--- src/apr_pkg.sv ---
// Package for the aging page replacement block: sizes, constants and chain types.
`default_nettype none
package apr_pkg;

  localparam int MAX_FRAMES = 8;
  localparam int PAGE_BITS  = 16;
  localparam int AGE_BITS   = 32;
  localparam int CNT_BITS   = 32;
  localparam int CFG_BITS   = 4;
  localparam int IDX_W      = (MAX_FRAMES > 1) ? $clog2(MAX_FRAMES) : 1;
  localparam int FCNT_W     = $clog2(MAX_FRAMES + 1);

  localparam logic [CFG_BITS-1:0] CfgReset = CFG_BITS'(8);
  localparam logic [AGE_BITS-1:0] AgeTop   = {1'b1, {(AGE_BITS-1){1'b0}}};
  localparam logic [CNT_BITS-1:0] CntMax   = '1;

  typedef logic [IDX_W-1:0]     idx_t;
  typedef logic [PAGE_BITS-1:0] page_t;
  typedef logic [AGE_BITS-1:0]  age_t;

  // search request travelling down the chain
  typedef struct packed {
    page_t page;
    logic  found;
    idx_t  hit_idx;
    logic  best_vld;
    age_t  best_age;
    idx_t  best_idx;
  } pkt_t;

  // update broadcast to every cell
  typedef struct packed {
    logic  en;
    logic  hit;
    idx_t  slot;
    page_t page;
  } upd_t;

endpackage
`default_nettype wire

--- src/apr_cell.sv ---
// One frame cell: holds valid, tag and age, searches and forwards the request.
`default_nettype none
module apr_cell (
  input  logic          clk_i,
  input  logic          rst_ni,
  input  apr_pkg::idx_t cell_idx_i,
  input  logic          active_i,
  input  logic          pkt_vld_i,
  input  apr_pkg::pkt_t pkt_i,
  output logic          pkt_vld_o,
  output apr_pkg::pkt_t pkt_o,
  input  apr_pkg::upd_t upd_i
);
  import apr_pkg::*;

  logic  valid_q, valid_d;
  page_t tag_q, tag_d;
  age_t  age_q, age_d;
  logic  pkt_vld_q;
  pkt_t  pkt_q, pkt_d;

  always_comb begin
    pkt_d = pkt_i;
    if (active_i) begin
      if (!pkt_i.found && valid_q && (tag_q == pkt_i.page)) begin
        pkt_d.found   = 1'b1;
        pkt_d.hit_idx = cell_idx_i;
      end
      if (!pkt_i.best_vld || (age_q < pkt_i.best_age)) begin
        pkt_d.best_vld = 1'b1;
        pkt_d.best_age = age_q;
        pkt_d.best_idx = cell_idx_i;
      end
    end
  end

  always_comb begin
    valid_d = valid_q;
    tag_d   = tag_q;
    age_d   = age_q;
    if (upd_i.en && active_i) begin
      age_d = age_q >> 1;
      if (upd_i.slot == cell_idx_i) begin
        if (upd_i.hit) begin
          age_d = age_d | AgeTop;
        end else begin
          valid_d = 1'b1;
          tag_d   = upd_i.page;
          age_d   = AgeTop;
        end
      end
    end
  end

  always_ff @(posedge clk_i or negedge rst_ni) begin
    if (!rst_ni) begin
      valid_q   <= 1'b0;
      tag_q     <= '0;
      age_q     <= '0;
      pkt_vld_q <= 1'b0;
    end else begin
      valid_q   <= valid_d;
      tag_q     <= tag_d;
      age_q     <= age_d;
      pkt_vld_q <= pkt_vld_i;
    end
  end

  // hold the forwarded request until the next one arrives
  always_ff @(posedge clk_i) begin
    if (pkt_vld_i) begin
      pkt_q <= pkt_d;
    end
  end

  assign pkt_vld_o = pkt_vld_q;
  assign pkt_o     = pkt_q;

endmodule
`default_nettype wire

--- src/aging_page_replacement_top.sv ---
// Top level of the aging page replacement block: cell chain, sequencer, totals.
//
//   channel   direction  signals
//   request   in         in_valid_i / in_ready_o, page_number_i
//   result    out        out_valid_o / out_ready_i, hit_o, frame_index_o,
//                        hit_total_o, fault_total_o
//   config    in         cfg_we_i, cfg_wdata_i (frames_in_use)
//
// A request walks the cell chain one cell a cycle; after the last cell the finish step
// ages the active cells and loads the result register.
// A new request is taken only in the idle state, once the last one is finished.
// A waiting result holds the finish step, and the input with it.
// Reset empties every frame, clears both totals and sets frames_in_use to 8.
`default_nettype none
module aging_page_replacement_top (
  input  logic        clk_i,
  input  logic        rst_ni,
  input  logic        cfg_we_i,
  input  logic [3:0]  cfg_wdata_i,
  input  logic        in_valid_i,
  output logic        in_ready_o,
  input  logic [15:0] page_number_i,
  output logic        out_valid_o,
  input  logic        out_ready_i,
  output logic        hit_o,
  output logic [2:0]  frame_index_o,
  output logic [31:0] hit_total_o,
  output logic [31:0] fault_total_o
);
  import apr_pkg::*;

  typedef enum logic [1:0] {
    StIdle,
    StSearch,
    StFinish
  } state_e;

  state_e state_q;
  logic [CFG_BITS-1:0] cfg_q;
  logic [FCNT_W-1:0]   n_act;
  logic [MAX_FRAMES-1:0] active;

  logic chain_vld [MAX_FRAMES+1];
  pkt_t chain_pkt [MAX_FRAMES+1];
  upd_t upd;
  pkt_t last;

  logic in_acc, out_free;
  logic [CNT_BITS-1:0] hit_cnt_q, fault_cnt_q;
  logic out_valid_q, hit_q;
  logic [2:0] frame_q;
  idx_t slot;

  always_ff @(posedge clk_i or negedge rst_ni) begin
    if (!rst_ni) begin
      cfg_q <= CfgReset;
    end else if (cfg_we_i) begin
      cfg_q <= cfg_wdata_i;
    end
  end

  always_comb begin
    if (cfg_q == '0) begin
      n_act = FCNT_W'(1);
    end else if (32'(cfg_q) > MAX_FRAMES) begin
      n_act = FCNT_W'(MAX_FRAMES);
    end else begin
      n_act = FCNT_W'(cfg_q);
    end
  end

  assign in_ready_o = (state_q == StIdle);
  assign in_acc     = in_valid_i && in_ready_o;
  assign out_free   = !out_valid_q || out_ready_i;

  always_comb begin
    chain_vld[0]          = in_acc;
    chain_pkt[0]          = '0;
    chain_pkt[0].page     = PAGE_BITS'(page_number_i);
  end

  assign last = chain_pkt[MAX_FRAMES];
  assign slot = last.found ? last.hit_idx : last.best_idx;

  always_comb begin
    upd.en   = (state_q == StFinish) && out_free;
    upd.hit  = last.found;
    upd.slot = slot;
    upd.page = last.page;
  end

  for (genvar g = 0; g < MAX_FRAMES; g++) begin : g_cell
    assign active[g] = (32'(n_act) > 32'(g));
    apr_cell u_cell (
      .clk_i      (clk_i),
      .rst_ni     (rst_ni),
      .cell_idx_i (IDX_W'(g)),
      .active_i   (active[g]),
      .pkt_vld_i  (chain_vld[g]),
      .pkt_i      (chain_pkt[g]),
      .pkt_vld_o  (chain_vld[g+1]),
      .pkt_o      (chain_pkt[g+1]),
      .upd_i      (upd)
    );
  end

  always_ff @(posedge clk_i or negedge rst_ni) begin
    if (!rst_ni) begin
      state_q     <= StIdle;
      out_valid_q <= 1'b0;
      hit_cnt_q   <= '0;
      fault_cnt_q <= '0;
      hit_q       <= 1'b0;
      frame_q     <= '0;
    end else begin
      if (out_valid_q && out_ready_i) begin
        out_valid_q <= 1'b0;
      end
      unique case (state_q)
        StIdle: begin
          if (in_acc) begin
            state_q <= StSearch;
          end
        end
        StSearch: begin
          if (chain_vld[MAX_FRAMES]) begin
            state_q <= StFinish;
          end
        end
        StFinish: begin
          if (out_free) begin
            out_valid_q <= 1'b1;
            hit_q       <= last.found;
            frame_q     <= 3'(slot);
            if (last.found) begin
              if (hit_cnt_q != CntMax) begin
                hit_cnt_q <= hit_cnt_q + 1'b1;
              end
            end else if (fault_cnt_q != CntMax) begin
              fault_cnt_q <= fault_cnt_q + 1'b1;
            end
            state_q <= StIdle;
          end
        end
        default: state_q <= StIdle;
      endcase
    end
  end

  assign out_valid_o   = out_valid_q;
  assign hit_o         = hit_q;
  assign frame_index_o = frame_q;
  assign hit_total_o   = hit_cnt_q;
  assign fault_total_o = fault_cnt_q;

  a_end_in_search : assert property (@(posedge clk_i) disable iff (!rst_ni)
    chain_vld[MAX_FRAMES] |-> (state_q == StSearch))
    else $error("request left the chain outside the search phase");

  a_accept_empty_chain : assert property (@(posedge clk_i) disable iff (!rst_ni)
    in_acc |-> !chain_vld[MAX_FRAMES])
    else $error("request taken while the chain still carries one");

  a_hit_count : assert property (@(posedge clk_i) disable iff (!rst_ni)
    (upd.en && upd.hit && (hit_cnt_q != CntMax)) |=>
      (hit_cnt_q == $past(hit_cnt_q) + 1'b1) && out_valid_q && hit_q)
    else $error("hit total did not advance on a hit");

  a_fault_count : assert property (@(posedge clk_i) disable iff (!rst_ni)
    (upd.en && !upd.hit) |=> $stable(hit_cnt_q) && out_valid_q && !hit_q)
    else $error("fault result malformed");

endmodule
`default_nettype wire
--- config.mk ---
export PLATFORM = sky130hd
export DESIGN_NAME = aging_page_replacement_top
export DESIGN_NICKNAME = d
export VERILOG_FILES = /design/src/apr_pkg.sv /design/src/apr_cell.sv /design/src/aging_page_replacement_top.sv
export SDC_FILE = /design/constraint.sdc
export NUM_CORES = 2
export LEC_CHECK = 0
export BUFFER_PORTS_ARGS = -buffer_cell sky130_fd_sc_hd__buf_2
export CAP_MARGIN = 20
export CORE_ASPECT_RATIO = 1.5
export CORE_UTILIZATION = 23
export DETAILED_ROUTE_END_ITERATION = 10
export PLACE_DENSITY_LB_ADDON = 0.12
export SKIP_LAST_GASP = 1
export SLEW_MARGIN = 10
export SYNTH_ARGS = -nofsm -noshare
export SYNTH_HDL_FRONTEND = slang
export SYNTH_SLANG_ARGS = --single-unit
--- constraint.sdc ---
create_clock -name clk_i -period 3.6 [get_ports clk_i]
set_clock_uncertainty 0.2 [all_clocks]
set_input_delay 0.72 -clock clk_i [delete_from_list [all_inputs] [get_ports clk_i]]
set_output_delay 0.72 -clock clk_i [all_outputs]
set_load 0.01 [all_outputs]
==> Word-level counts from Yosys, hierarchy flattened <==
Cells that the tools add are included.
{ "totals": {"reg_bits": 890, "output_inout_bits": 70, "word_cells": 239} }
{ "classes": {"add_sub_neg": 2, "order_cmp": 16, "eq_ne": 22, "n_mux": 49, "bitwise": 1, "n_reduce_logical": 64} }
{ "ops": {"columns": ["operator", "n"], "rows": [
  ["$mux 36", 8],
  ["$mux 40", 7],
  ["$mux 32", 8],
  ["$mux 31", 8],
  ["$lt 32x32->1", 7],
  ["$eq 16x16->1", 8],
  ["$add 32x1->32 const B", 2],
  ["$ne 32x32->1 const B", 2],
  ["$mux 4", 10],
  ["$reduce_and 3->1", 9],
  ["$logic_and 1x1->1", 26],
  ["$gt 4x3->1 const B", 4],
  ["$logic_not 1->1", 15],
  ["$eq 3x3->1 const B", 4],
  ["$gt 4x1->1 const B", 2],
  ["$gt 4x2->1 const B", 2],
  ["$logic_or 1x1->1", 8],
  ["$reduce_and 4->1", 2],
  ["$eq 3x2->1 const B", 2],
  ["$mux 2", 3],
  ["$pmux 2 s3", 1],
  ["$gt 4x4->1 const B", 1],
  ["$logic_not 4->1", 1],
  ["$ne 2x1->1 const B", 2],
  ["10 further kinds", 12]
]} }

==> Depth between registers and ports, before layout <==
{ "logic_depth": {"depth_word": 6, "depth_mapped": 10} }

==> Cells and area by module <==
Synthesis repeated with hierarchy kept, for this count alone.
{ "unflattened": {"cells_unflattened": 3671, "hier_area_um2": 45513.7} }
{ "modules_own_cells": {"columns": ["module", "n_inst", "cells_each", "area_each_um2", "seq_area_each_um2"], "rows": [
  ["apr_cell (g_cell[0].u_cell ...)", 7, 414, 5242.5, 2932.8],
  ["apr_cell (g_cell[7].u_cell)", 1, 417, 5081.1, 2932.8],
  ["aging_page_replacement_top", 1, 356, 3734.8, 1878.1]
]} }

==> Worst setup path before layout <==
No wires, ideal clock.
{ "synth_timing": {"path_type": "reg-to-reg", "startpoint": "register g_cell[2].u_cell.age_q[15]", "endpoint": "register g_cell[2].u_cell.pkt_q (netlist bit g_cell[2].u_cell.pkt_o[10]) (data pin)", "arrival_ns": 2.472, "setup_slack_ns": 0.668, "stages_incl_launch_ff": 9, "n_path_buf": 1, "cell_sequence": "dfrtp_1 > ha_1 > nand2_1 > nor4_1 > o311ai_1 > a311o_1 > a31oi_2 > buf_6 > mux2_4"} }
{ "synth_lines": {"columns": ["element", "line", "text"], "rows": [
  ["start: declaration", "apr_cell.sv:18", "age_t age_q, age_d;"],
  ["start signal: assignment", "apr_cell.sv:64", "age_q <= age_d;"],
  ["end signal: assignment", "apr_cell.sv:72", "pkt_q <= pkt_d;"],
  ["end: declaration", "apr_cell.sv:20", "pkt_t pkt_q, pkt_d;"]
]} }

==> metrics.md <==
| Metric | Value |
|---|---|
| Filler Cell Count | `18500` |
| Largest net degree at the start of global routing | `between 90 and 100` |
| Adder-Cell Fraction of Synth Area | `under 10%` |
| RePlAce Congestion | `around 0.71` |
| Clock latency on the worst-skew pair | `720 ps` |
| Layout cells sized above 1 | `18.1%` |
| Via count | `around 26000` |
| Final design utilization | `27.2%` |
| Die area | `183000 sq um` |
| Antenna viol nets, final | `0` |
| Starting density of the core | `between 20 and 25%` |
| Crit path max-delay family | `compound AO/OA/AOI/OAI gates` |
| Overflow after GRT | `0` |
| Critical path class | `reg -> reg` |
| Routed vias/inst | `approximately 4.3` |
| Area grow syn2layout | `17.6%` |
| WL final | `roughly 110000 um` |
| Nets | `between 3000 and 4000` |
| Placed cells | `roughly 5700` |
| Mapped Nets | `around 3500` |
| Final hold vios | `0` |
| Worst VDD drop | `~340 uV` |
| Die Wd | `350 um` |
| P_leak | `about 21 nW` |
| Top_reg_cell synth | `dfrtp_1` |
| Synthesis warning total | `0` |
| Setup TNS | `0 ps` |
| Achievable Freq | `295 MHz` |
| Clock sink count | `a little under 900` |
| CP Data Required Time | `around 3800 ps` |
| RSZ-0062 raised after global routing | `no` |
| Pins Over Slew Limit | `0` |
| Area of the core | `180000 sq um` |
| Post-synthesis cell type count | `between 70 and 80` |
| Post-synth EDFFs | `401` |
| First-pass DRT Iterations | `5` |
| Worst-path maximum fanout | `65` |
| CTS tree | `done` |
| Run status | `complete, no violations` |
| Cell with the most instances after synthesis | `dfrtp_1` |
| Least-Margin Pin Slew | `between 1000 and 1500 ps` |
| Period utilization | `a little over nine tenths` |
| All-Layer GR Usage | `12.1%` |
| Clock transition at the registers of the reported paths | `60 ps` |
| Max Cap Viol | `0` |
| Crit-path max cell delay | `slightly below 600 ps` |
| Chip height | `approximately 520 um` |
| Largest cells by area after synthesis | `edfxtp_1, dfrtp_1, ha_1, mux2_2, a22o_1` |
| Hold WC Path Type | `in -> reg` |
| Non-filler cells, final | `5910` |
| TritonCTS Buffers | `roughly 100` |
| Pre-CTS setup slack | `-19.9 ps` |
| Synth Cell Area | `about 42000 sq um` |
| First-pass GRT wire length | `roughly 170000 um` |
| Post-layout min period | `~3400 ps` |
| Num ports | `between 90 and 100` |
| CP startpoint kind | `flip-flop` |
| Async SR Flop Fraction | `54.2%` |
| First DRT Iteration DRCs | `between 1000 and 1500` |
| Post-synthesis mux area share | `under 10%` |
| WP buf/inv | `1` |
| Vias in the first global route | `about 27000` |
| Synth Area in XOR/XNOR | `3.98%` |
| Worst EP arrival | `approximately 3600 ps` |
| Relative slew slack | `between 20% and 30%` |
| Post-synthesis compound-gate area fraction | `about 11%` |
| Post-Synth Simple-Gate Area | `about 9%` |
| Setup WS post-layout | `about 210 ps` |
| Mapped Cells | `3276` |
| Slowest CP cell | `nor4_1` |
| CP endpoint kind | `flip-flop` |
| Seq/Total Area, Yosys | `between 50% and 60%` |
| Antenna violations before repair | `5` |
| Endpoints failing setup | `0` |
| Post-DP HPWL | `between 70000 and 80000 um` |
| Pwr Density | `567 nW/um^2` |
| Number of synthesized register bits | `approximately 880` |
| Port buffer count | `94` |
| Synth area leader | `edfxtp_1` |
| Std cell rows | `approximately 190` |
| Cell Chain, Critical Path | `ha_1, nand2_1, nor4_1, o311ai_1, a311oi_4, buf_12, nor3_1, a211o_1` |
| Routed WL per cell | `around 19 um` |
| Syn avg cell area | `about 13 sq um` |
| Htree depth | `3` |
| Root Driver | `clkbuf_16` |
| DRC viols | `0` |
| Main combinational cell family by area after synthesis | `compound AO/OA/AOI/OAI gates` |
| Yosys top cell area share | `between 20% and 30%` |
| Clock Tree Buf Depth | `3` |
| Synth cell count leaders | `dfrtp_1, edfxtp_1, a22o_1` |
[worst reg2reg max path, delay by kind of cell, from the launching register on]
family	cells	cell delay, ps
buffers and inverters	1	320
DFF	1	420
AOI/OAI and AO/OA	3	1030
and+or+nand+nor	3	830
adders and majority gates	1	310
[per-stage QoR]
stage / hold slack (ps) / power [mW] / area (sq um)
floorplan: 224 / 15.7 / 41800
global placement: 168 / 17.6 / 45600
detailed placement: 169 / 17.6 / 45600
CTS: 22.6 / 28.6 / 49100
global route: 75.8 / 29.3 / 49100
finish: 98.5 / 27.9 / 49100
[final timing paths]
| check | from | end | slack, ps | cells past startpoint |
|---|---|---|---|---|
| min in group asynchronous | rst_ni | g_cell[5].u_cell.tag_q[8] | 370 | 2 |
| worst min-delay path | cfg_wdata_i[3] | cfg_q[3] | 100 | 2 |
| worst max-delay path | g_cell[3].u_cell.age_q[15] | g_cell[3].u_cell.pkt_o[26] | 210 | 8 |
| max in group asynchronous | rst_ni | g_cell[0].u_cell.age_q[18] | 1870 | 3 |
| worst max register to register | g_cell[3].u_cell.age_q[15] | g_cell[3].u_cell.pkt_o[26] | 210 | 8 |
| worst min register to register | g_cell[5].u_cell.pkt_vld_o | g_cell[6].u_cell.pkt_vld_o | 180 | 0 |
[layer usage]
metal	global-route usage, %	vias to the layer above	share of wire [%]
met3	1.61	126	3.0
met4	3.89	0	2.2
met2	22.3	300	52
met5	0	-	0
li1	-	12400	-
met1	14.4	12700	43
[where the power goes]
part | switching [mW] | leakage, nW | total, mW | internal, mW
combinational | 2.54 | 9.33 | 4.33 | 1.79
sequential | 0.985 | 10.3 | 13.0 | 12.0
clock | 4.37 | 1.64 | 10.6 | 6.22
total | 7.90 | 21.2 | 27.9 | 20.0
[state kept, by name, summed over array words and instances, names as in the netlist]
name	flops
g_cell.u_cell.pkt_o	401
g_cell.u_cell.age_q	256
g_cell.u_cell.tag_q	128
fault_total_o	32
hit_total_o	32
g_cell.u_cell.pkt_vld_o	8
g_cell.u_cell.valid_q	8
cfg_q	4
frame_index_o	3
state_q	2
hit_o	1
out_valid_o	1
[layout make-up]
cell class	count	area, sq um	share of cell area, %
antenna	3	7.51	0.0153
tap	2412	3020	6.14
clock buffer	147	2890	5.89
multi-input combinational	1986	16300	33.2
sequential	876	23900	48.7
inverter	233	875	1.78
clock inverter	44	488	0.993
timing repair buffer	209	1610	3.28
[cell usage in the layout, fill, tap and decap left out, drive strengths merged, types with 18 or more instances in the layout]
| cell type | n |
|---|---|
| dfrtp | 474 |
| nand3 | 51 |
| nand2b | 21 |
| dlygate4sd3 | 18 |
| nor4 | 23 |
| a211o | 33 |
| clkbuf | 147 |
| nand3b | 33 |
| inv | 235 |
| ha | 219 |
| xor2 | 57 |
| nor2 | 67 |
| mux2 | 262 |
| nor3b | 40 |
| mux2i | 33 |
| a21oi | 86 |
| nand2 | 175 |
| xnor2 | 133 |
| o21ai | 73 |
| buf | 191 |
| and2 | 41 |
| clkinv | 28 |
| nand4 | 96 |
| a311o | 33 |
| a21o | 22 |
| a22o | 248 |
| or2 | 27 |
| edfxtp | 401 |
| a221o | 34 |
| nor3 | 65 |
[timing repair]
| action | CTS | global route |
|---|---|---|
| gates resized for setup | 1 | 0 |
| buffers inserted | 0 | 0 |
| hold endpoints to repair | 53 | 0 |
| endpoints found under the setup margin | 7 | 0 |
| hold buffers | 18 | 0 |
[kinds of logic after synthesis]
logic type / after synthesis
and+or+nand+nor: 688
adders and majority gates: 219
AOI/OAI and AO/OA: 593
buffers and inverters: 414
muxes: 295
DFF: 876
other: 1
xor gates and xnor gates: 190
(Power assumes the default switching activity.)
